===== src/rtl/ssc_pkg.sv =====
// Shared types, constants and helper functions for the two-square pair counter.
package ssc_pkg;

    localparam int INPUT_W = 32;
    localparam int COUNT_W = 16;
    localparam int EXP_W   = 6;
    // The divisor product saturates at this width; the final count saturates anyway.
    localparam int PROD_W  = 18;

    localparam logic [COUNT_W-1:0] COUNT_MAX = {COUNT_W{1'b1}};
    localparam logic [PROD_W-1:0]  PROD_MAX  = {PROD_W{1'b1}};

    typedef enum logic [2:0] {
        ST_IDLE,
        ST_START,
        ST_WAIT,
        ST_TAIL,
        ST_FINISH
    } ssc_state_t;

    // Multiply the running product by (exponent + 1), clamping at all ones.
    function automatic logic [PROD_W-1:0] sat_mul(input logic [PROD_W-1:0] prod,
                                                  input logic [EXP_W:0]    factor);
        logic [PROD_W+EXP_W:0] full;
        full = {{(EXP_W+1){1'b0}}, prod} * {{PROD_W{1'b0}}, factor};
        if (full[PROD_W+EXP_W:PROD_W] != '0)
            sat_mul = PROD_MAX;
        else
            sat_mul = full[PROD_W-1:0];
    endfunction

    // Turn r2 = 4 * prod into the count of unordered positive pairs.
    function automatic logic [COUNT_W-1:0] pair_calc(input logic [PROD_W-1:0] prod,
                                                     input logic forb,
                                                     input logic axis,
                                                     input logic diag);
        logic [PROD_W+2:0] total;
        logic [PROD_W+2:0] axis_w;
        logic [PROD_W-1:0] cnt;
        total  = forb ? '0 : {1'b0, prod, 2'b00};
        total  = total + (diag ? (PROD_W+3)'(4) : '0);
        axis_w = axis ? (PROD_W+3)'(4) : '0;
        if (total < axis_w)
            cnt = '0;
        else
            cnt = PROD_W'((total - axis_w) >> 3);
        if (cnt > PROD_W'(COUNT_MAX))
            pair_calc = COUNT_MAX;
        else
            pair_calc = cnt[COUNT_W-1:0];
    endfunction

endpackage


===== src/rtl/ssc_div.sv =====
// Restoring divider, one quotient bit per cycle, shared by every trial division.
module ssc_div #(
    parameter int WIDTH     = 32,
    parameter int DIV_WIDTH = 18
) (
    input  logic                 clk,
    input  logic                 rst_n,
    input  logic                 start,
    input  logic [WIDTH-1:0]     dividend,
    input  logic [DIV_WIDTH-1:0] divisor,
    output logic                 done,
    output logic [WIDTH-1:0]     quotient,
    output logic [DIV_WIDTH-1:0] remainder
);

    localparam int CW = $clog2(WIDTH + 1);
    localparam logic [CW-1:0] CNT_INIT = CW'(WIDTH);

    logic [DIV_WIDTH-1:0] rem_reg, rem_next;
    logic [WIDTH-1:0]     quo_reg, quo_next;
    logic [DIV_WIDTH-1:0] dsr_reg, dsr_next;
    logic [CW-1:0]        cnt_reg, cnt_next;
    logic                 busy_reg, busy_next;
    logic                 done_reg, done_next;
    logic [DIV_WIDTH:0]   trial;
    logic [DIV_WIDTH:0]   diff;

    assign trial = {rem_reg, quo_reg[WIDTH-1]};
    assign diff  = trial - {1'b0, dsr_reg};

    always_comb
    begin
        rem_next  = rem_reg;
        quo_next  = quo_reg;
        dsr_next  = dsr_reg;
        cnt_next  = cnt_reg;
        busy_next = busy_reg;
        done_next = 1'b0;
        if (start)
        begin
            rem_next  = '0;
            quo_next  = dividend;
            dsr_next  = divisor;
            cnt_next  = CNT_INIT;
            busy_next = 1'b1;
        end
        else if (busy_reg)
        begin
            // A clear top bit of the difference means the divisor fits.
            if (!diff[DIV_WIDTH])
            begin
                rem_next = diff[DIV_WIDTH-1:0];
                quo_next = {quo_reg[WIDTH-2:0], 1'b1};
            end
            else
            begin
                rem_next = trial[DIV_WIDTH-1:0];
                quo_next = {quo_reg[WIDTH-2:0], 1'b0};
            end
            cnt_next = cnt_reg - CW'(1);
            if (cnt_reg == CW'(1))
            begin
                busy_next = 1'b0;
                done_next = 1'b1;
            end
        end
    end

    always_ff @(posedge clk or negedge rst_n)
    begin
        if (!rst_n)
        begin
            cnt_reg  <= '0;
            busy_reg <= 1'b0;
            done_reg <= 1'b0;
        end
        else
        begin
            cnt_reg  <= cnt_next;
            busy_reg <= busy_next;
            done_reg <= done_next;
        end
    end

    always_ff @(posedge clk)
    begin
        rem_reg <= rem_next;
        quo_reg <= quo_next;
        dsr_reg <= dsr_next;
    end

    assign done      = done_reg;
    assign quotient  = quo_reg;
    assign remainder = rem_reg;

endmodule


===== src/rtl/sum_of_two_squares_counter.sv =====
// Each trial division passes through ST_START and ST_WAIT; ST_FINISH waits while the last result is held.
// The trial divisions run on one bit-serial divider; their count is the number of candidate
// divisors up to the square root of the remaining cofactor plus one per prime factor found.
// A 32-bit prime takes roughly 32768 divisions.
// One word is processed at a time; the next can be accepted in the cycle in which the result first shows.
// rst_n clears the sequencer and the output valid asynchronously; no clearing pass is needed.
module sum_of_two_squares_counter #(
    parameter int NUMBER_BITS = 32
) (
    input  logic                               clk,
    input  logic                               rst_n,
    input  logic                               in_valid,
    output logic                               in_stall,
    input  logic [ssc_pkg::INPUT_W-1:0]        number,
    output logic                               out_valid,
    input  logic                               out_stall,
    output logic [ssc_pkg::COUNT_W-1:0]        pair_count
);

    localparam int W  = NUMBER_BITS;
    localparam int DW = (NUMBER_BITS + 1) / 2 + 2;

    ssc_pkg::ssc_state_t state_reg, state_next;

    logic [W-1:0]                     rest_reg, rest_next;
    logic [DW-1:0]                    d_reg, d_next;
    logic [ssc_pkg::EXP_W-1:0]        e_reg, e_next;
    logic [ssc_pkg::PROD_W-1:0]       prod_reg, prod_next;
    logic                             forb_reg, forb_next;
    logic                             two_odd_reg, two_odd_next;
    logic                             other_odd_reg, other_odd_next;
    logic                             zero_reg, zero_next;
    logic                             out_valid_reg, out_valid_next;
    logic [ssc_pkg::COUNT_W-1:0]      pair_count_reg, pair_count_next;

    logic [W-1:0]  number_w;
    logic          div_start;
    logic          div_done;
    logic [W-1:0]  div_quo;
    logic [DW-1:0] div_rem;
    logic [DW-1:0] d_step;
    logic          in_take;
    logic          axis;
    logic          diag;

    generate
        if (W <= ssc_pkg::INPUT_W)
        begin : g_trunc
            assign number_w = number[W-1:0];
        end
        else
        begin : g_ext
            assign number_w = {{(W - ssc_pkg::INPUT_W){1'b0}}, number};
        end
    endgenerate

    ssc_div #(
        .WIDTH     (W),
        .DIV_WIDTH (DW)
    ) u_div (
        .clk       (clk),
        .rst_n     (rst_n),
        .start     (div_start),
        .dividend  (rest_reg),
        .divisor   (d_reg),
        .done      (div_done),
        .quotient  (div_quo),
        .remainder (div_rem)
    );

    assign in_take = in_valid && !in_stall;
    assign d_step  = (d_reg == DW'(2)) ? DW'(3) : d_reg + DW'(2);

    // n is a square when every exponent is even; n/2 is a square when only the power of two
    // has an odd exponent. Zero counts as both.
    assign axis = zero_reg || (!two_odd_reg && !other_odd_reg);
    assign diag = zero_reg || (two_odd_reg && !other_odd_reg);

    always_comb
    begin
        state_next      = state_reg;
        rest_next       = rest_reg;
        d_next          = d_reg;
        e_next          = e_reg;
        prod_next       = prod_reg;
        forb_next       = forb_reg;
        two_odd_next    = two_odd_reg;
        other_odd_next  = other_odd_reg;
        zero_next       = zero_reg;
        out_valid_next  = out_valid_reg && out_stall;
        pair_count_next = pair_count_reg;
        div_start       = 1'b0;
        in_stall        = (state_reg != ssc_pkg::ST_IDLE);

        unique case (state_reg)
            ssc_pkg::ST_IDLE:
            begin
                if (in_take)
                begin
                    rest_next      = number_w;
                    d_next         = DW'(2);
                    e_next         = '0;
                    prod_next      = ssc_pkg::PROD_W'(1);
                    forb_next      = 1'b0;
                    two_odd_next   = 1'b0;
                    other_odd_next = 1'b0;
                    zero_next      = (number_w == '0);
                    state_next     = ssc_pkg::ST_START;
                end
            end
            ssc_pkg::ST_START:
            begin
                div_start  = 1'b1;
                state_next = ssc_pkg::ST_WAIT;
            end
            ssc_pkg::ST_WAIT:
            begin
                if (div_done)
                begin
                    state_next = ssc_pkg::ST_START;
                    if (e_reg != '0)
                    begin
                        if (div_rem == '0)
                        begin
                            rest_next = div_quo;
                            e_next    = e_reg + ssc_pkg::EXP_W'(1);
                        end
                        else
                        begin
                            // The run of this divisor has ended; fold its exponent in.
                            if (d_reg == DW'(2))
                                two_odd_next = e_reg[0];
                            else if (e_reg[0])
                                other_odd_next = 1'b1;
                            if (d_reg[1:0] == 2'b11 && e_reg[0])
                                forb_next = 1'b1;
                            if (d_reg[1:0] == 2'b01)
                                prod_next = ssc_pkg::sat_mul(prod_reg,
                                    {1'b0, e_reg} + (ssc_pkg::EXP_W+1)'(1));
                            e_next = '0;
                            d_next = d_step;
                        end
                    end
                    else if (div_quo < {{(W - DW){1'b0}}, d_reg})
                    begin
                        // The divisor has passed the square root of the cofactor.
                        state_next = ssc_pkg::ST_TAIL;
                    end
                    else if (div_rem == '0)
                    begin
                        rest_next = div_quo;
                        e_next    = ssc_pkg::EXP_W'(1);
                    end
                    else
                    begin
                        d_next = d_step;
                    end
                end
            end
            ssc_pkg::ST_TAIL:
            begin
                // A cofactor above one is a prime with exponent one.
                if (rest_reg > W'(1))
                begin
                    if (rest_reg == W'(2))
                        two_odd_next = !two_odd_reg;
                    else
                        other_odd_next = 1'b1;
                    if (rest_reg[1:0] == 2'b11)
                        forb_next = 1'b1;
                    if (rest_reg[1:0] == 2'b01)
                        prod_next = ssc_pkg::sat_mul(prod_reg, (ssc_pkg::EXP_W+1)'(2));
                end
                state_next = ssc_pkg::ST_FINISH;
            end
            ssc_pkg::ST_FINISH:
            begin
                if (!out_valid_reg || !out_stall)
                begin
                    pair_count_next = ssc_pkg::pair_calc(prod_reg, forb_reg, axis, diag);
                    out_valid_next  = 1'b1;
                    state_next      = ssc_pkg::ST_IDLE;
                end
            end
            default:
            begin
                state_next = ssc_pkg::ST_IDLE;
            end
        endcase
    end

    always_ff @(posedge clk or negedge rst_n)
    begin
        if (!rst_n)
        begin
            state_reg     <= ssc_pkg::ST_IDLE;
            rest_reg      <= '0;
            d_reg         <= DW'(2);
            e_reg         <= '0;
            prod_reg      <= ssc_pkg::PROD_W'(1);
            forb_reg      <= 1'b0;
            two_odd_reg   <= 1'b0;
            other_odd_reg <= 1'b0;
            zero_reg      <= 1'b0;
            out_valid_reg <= 1'b0;
        end
        else
        begin
            state_reg     <= state_next;
            rest_reg      <= rest_next;
            d_reg         <= d_next;
            e_reg         <= e_next;
            prod_reg      <= prod_next;
            forb_reg      <= forb_next;
            two_odd_reg   <= two_odd_next;
            other_odd_reg <= other_odd_next;
            zero_reg      <= zero_next;
            out_valid_reg <= out_valid_next;
        end
    end

    always_ff @(posedge clk)
    begin
        pair_count_reg <= pair_count_next;
    end

    assign out_valid  = out_valid_reg;
    assign pair_count = pair_count_reg;

`ifndef SYNTH
    a_accept_starts: assert property (@(posedge clk) disable iff (!rst_n)
        in_take |=> (state_reg == ssc_pkg::ST_START))
        else $error("accepted word did not start a trial division");

    a_divisor_form: assert property (@(posedge clk) disable iff (!rst_n)
        (state_reg == ssc_pkg::ST_WAIT) |-> (d_reg == DW'(2) || d_reg[0]))
        else $error("trial divisor is neither two nor odd");

    a_result_source: assert property (@(posedge clk) disable iff (!rst_n)
        $rose(out_valid_reg) |-> $past(state_reg == ssc_pkg::ST_FINISH))
        else $error("result word appeared outside the finish step");
`endif

endmodule


===== config.mk =====
export PLATFORM = sky130hd
export DESIGN_NAME = sum_of_two_squares_counter
export DESIGN_NICKNAME = d
export VERILOG_FILES = /design/src/rtl/ssc_pkg.sv /design/src/rtl/ssc_div.sv /design/src/rtl/sum_of_two_squares_counter.sv
export SDC_FILE = /design/constraint.sdc
export NUM_CORES = 1
export LEC_CHECK = 0
export BUFFER_PORTS_ARGS = -buffer_cell sky130_fd_sc_hd__buf_4
export CAP_MARGIN = 20
export CORE_MARGIN = 2
export CORE_UTILIZATION = 64
export CTS_CLUSTER_SIZE = 28
export DETAILED_ROUTE_END_ITERATION = 12
export PLACE_DENSITY_LB_ADDON = 0.2
export SLEW_MARGIN = 20
export SYNTH_ARGS = -nofsm -noshare
export SYNTH_HDL_FRONTEND = slang
export SYNTH_SLANG_ARGS = --single-unit

===== constraint.sdc =====
create_clock -name clk -period 8.8 [get_ports clk]
set_input_delay 1.32 -clock clk [delete_from_list [all_inputs] [get_ports clk]]
set_output_delay 1.32 -clock clk [all_outputs]
set_load 0.005 [all_outputs]

==> flow_summary.ini <==
[outcome]
outcome = completed

[sta]
fin_ws_ps = 1380
min_period_ps = 7420
finalMaxSlewViolations = 0
setup_viol = 0
maxSlewHeadroom_pct = 38.1
skew_ps = 14.6
hold_viol = 0
fin_setup_tns_ps = 0
hold-worst-slack_ps = 541
fmax_ghz = 0.135
tightest_slew_ps = 921
rsz0062_at_grt = no
min_period_over_period_pct = 84.3

[critical_path]
critPathTopFamily = adder cells
path_buf_inv = 5
worstPathRequired_ps = 9080
crit_top_cell = inv_1
crit_path_end_kind = flip-flop
rrSetupSlack_ps = 1380
worst_setup_path_start_kind = flip-flop
crit_path_cell_trace = inv_1 > ha_1 > and2_1 > fa_1 > inv_1 > fa_1 > inv_1 > fa_1 > inv_1 > fa_1 > inv_1 > ha_1 > o21ai_0 > o21ai_1 > a41oi_2 > o21ba_2 > o311ai_1 > a21oi_1 > xnor2_1 > or4_2 > o21ai_0 > a31oi_1
path_max_fanout = 19
critical_path_class = flip-flop to flip-flop
critPathArrivalTime_ps = 7700
slowest_delay_ps = 1040
critPathSlowestCell = or4_2

[cells_and_area]
fin_nets = 1835
areaGrowthSynthToFinish_pct = 7.83
layout-drive-gt1-share_pct = 11.1
diodes = 0

[global_routing]
gr-usage-all-layers_pct = 30.0
antenna_found_initial = 0
gr-total-overflow = 0
grt_max_degree = 62
grt_pass1_vias = 11800
grt_pass1_wl_um = 58100

[clock_network]
clockBufferDepth = 2
postCtsHoldBufs = 0
ctsHtreeMaxLevel = 4
cts_buffers = 17
post_cts_resized = 0
ctsRootBufferMaster = clkbuf_16
clk_pin_slew_ps = 80
clkSinkCount = 174
cts_tree = yes
insertion_delay_ps = 440
postCtsSetupBuffers = 0

[synthesis]
yosysTopAreaCell = dfrtp_1
syn_inst = 1630
synthMuxAreaShare_pct = 3.81
synth_cell_types = 85
synthTopCellsByCount = 274 x nand2_1, 134 x inv_1, 89 x o21ai_0
synth_top_family_by_area = simple AND/OR/NAND/NOR gates
synthXorXnorAreaFrac_pct = 4.05
synth_compound_area_share_pct = 13.1
synth_top_flop_cell = dfrtp_1
syn-cell-area_mm2 = 0.0145
synthesis.nets = 1832
synthTopCellsByArea = dfrtp_1 15%, edfxtp_1 14%, fa_1 11%, ha_1 7.4%, nand2_1 7.1%
yosysWarnings = 0
yosysSeqAreaShare_pct = 31.7
synth_seq_cells = 174
synthAdderAreaFrac_pct = 18.5
yosysMostFrequentCell = nand2_1
synth_edf_count = 66
async_flop_share_pct = 51.7
synth_simple_gate_area_share_pct = 22.9
synth_top_area_share_pct = 15.2
syn-mean-instance-area_um2 = 8.90

[run]
drv_cap = 0

[routing]
dr_total_vias = 11800
drtPass1Iterations = 8
drtAntennaViolNets = 0
wl_per_cell_um = 17.9
post-route-drc-count = 0
drt_iter0_drc = 881
drt-vias-per-instance = 6.11
wl_um = 34600

[floorplan]
die-area_mm2 = 0.0239
coreArea_mm2 = 0.0224
pin_count = 54
die_x_um = 155
die_y_um = 155
start_util_pct = 64.6
rows = 55

[power]
p_total_uw = 4970
leakage_uw = 0.00721
power.share.clock_pct = 15.3
seqPwrFrac_pct = 33.8
combPwrFrac_pct = 50.9
powerDensity_mw_per_mm2 = 318
power.switching_uw = 2250
irDropWorstVdd_mv = 0.142
switching_share_pct = 45.3
internal-power_uw = 2720

[place]
finalWeightedCongestion = 0.875
hpwl_um = 25000
portBuffers = 53
place_ws_ps = 1410

[min_path]
min_path_type = flip-flop to flip-flop
## worst paths after layout
check / startpoint / end / cells past startpoint
setup / recovery: e_reg[0] / prod_reg[5] / 22
hold / removal: rest_reg[17] / rest_reg[17] / 1
setup reg to reg: e_reg[0] / prod_reg[5] / 22
hold reg to reg: rest_reg[17] / rest_reg[17] / 1
max in group asynchronous: rst_n / e_reg[4] / 2
min in group asynchronous: rst_n / d_reg[7] / 1
## layout by cell type (no fill, tap or decap), types with 9 or more instances in the layout
master	count
and2_1	65
xor2_1	26
nor3_1	29
nand2b_1	11
xnor2_1	40
o31ai_1	17
nand3_1	30
nand4_1	21
a21oi_1	58
inv_1	133
o22ai_1	10
o21ai_0	89
nor4_1	33
nor2_1	85
ha_1	86
edfxtp_1	66
mux2i_1	18
dfrtp_1	88
and3_1	10
nand2_1	274
mux2_2	33
buf_4	70
a21o_1	23
clkbuf_16	17
dfxtp_1	18
fa_1	80
o221ai_2	9
nor2b_1	48
a31oi_1	15
## cell type report
cell class	count	area, um2
multi-input cells	1235	9050
fillers	1743	6800
flip-flops and latches	174	4600
repair buffers	71	537
inverters	134	503
clock buffers	17	425
well taps	285	357
clock inverters	15	164
## power by group through the flow
stage	clock network, uW	logic [uW]	registers (uW)
detailed placement	0	2510	1670
global route	796	2840	1720
finish	758	2530	1680
floorplan	0	2110	1440
CTS	768	2530	1670
global placement	0	2410	1670
## stage by stage
stage / instances / util [%] / instance area (um2)
CTS: 1931 / 69.7 / 15600
floorplan: 1630 / - / 14500
global placement: 1898 / 67.0 / 15000
global route: 1931 / 69.7 / 15600
detailed placement: 1899 / 67.1 / 15000
finish: 1931 / 69.7 / 15600
## cells by family after synthesis
family,after synthesis
AO/OA/AOI/OAI,287
XOR/XNOR,67
buffers and inverters,221
AND/OR/NAND/NOR,664
adder cells (fa/ha/maj),166
flip-flops,174
multiplexers,51
## per-layer routing
layer	vias to the layer above	wire, um	global-route usage, %	part of all wire, %
li1	5600	-	-	-
met1	5770	14100	37.5	41
met2	349	17600	52.4	51
met3	88	1640	4.46	4.7
met4	0	1230	12.4	3.6
met5	-	0	0	0
Note: power is estimated with default switching activity, not from simulation.
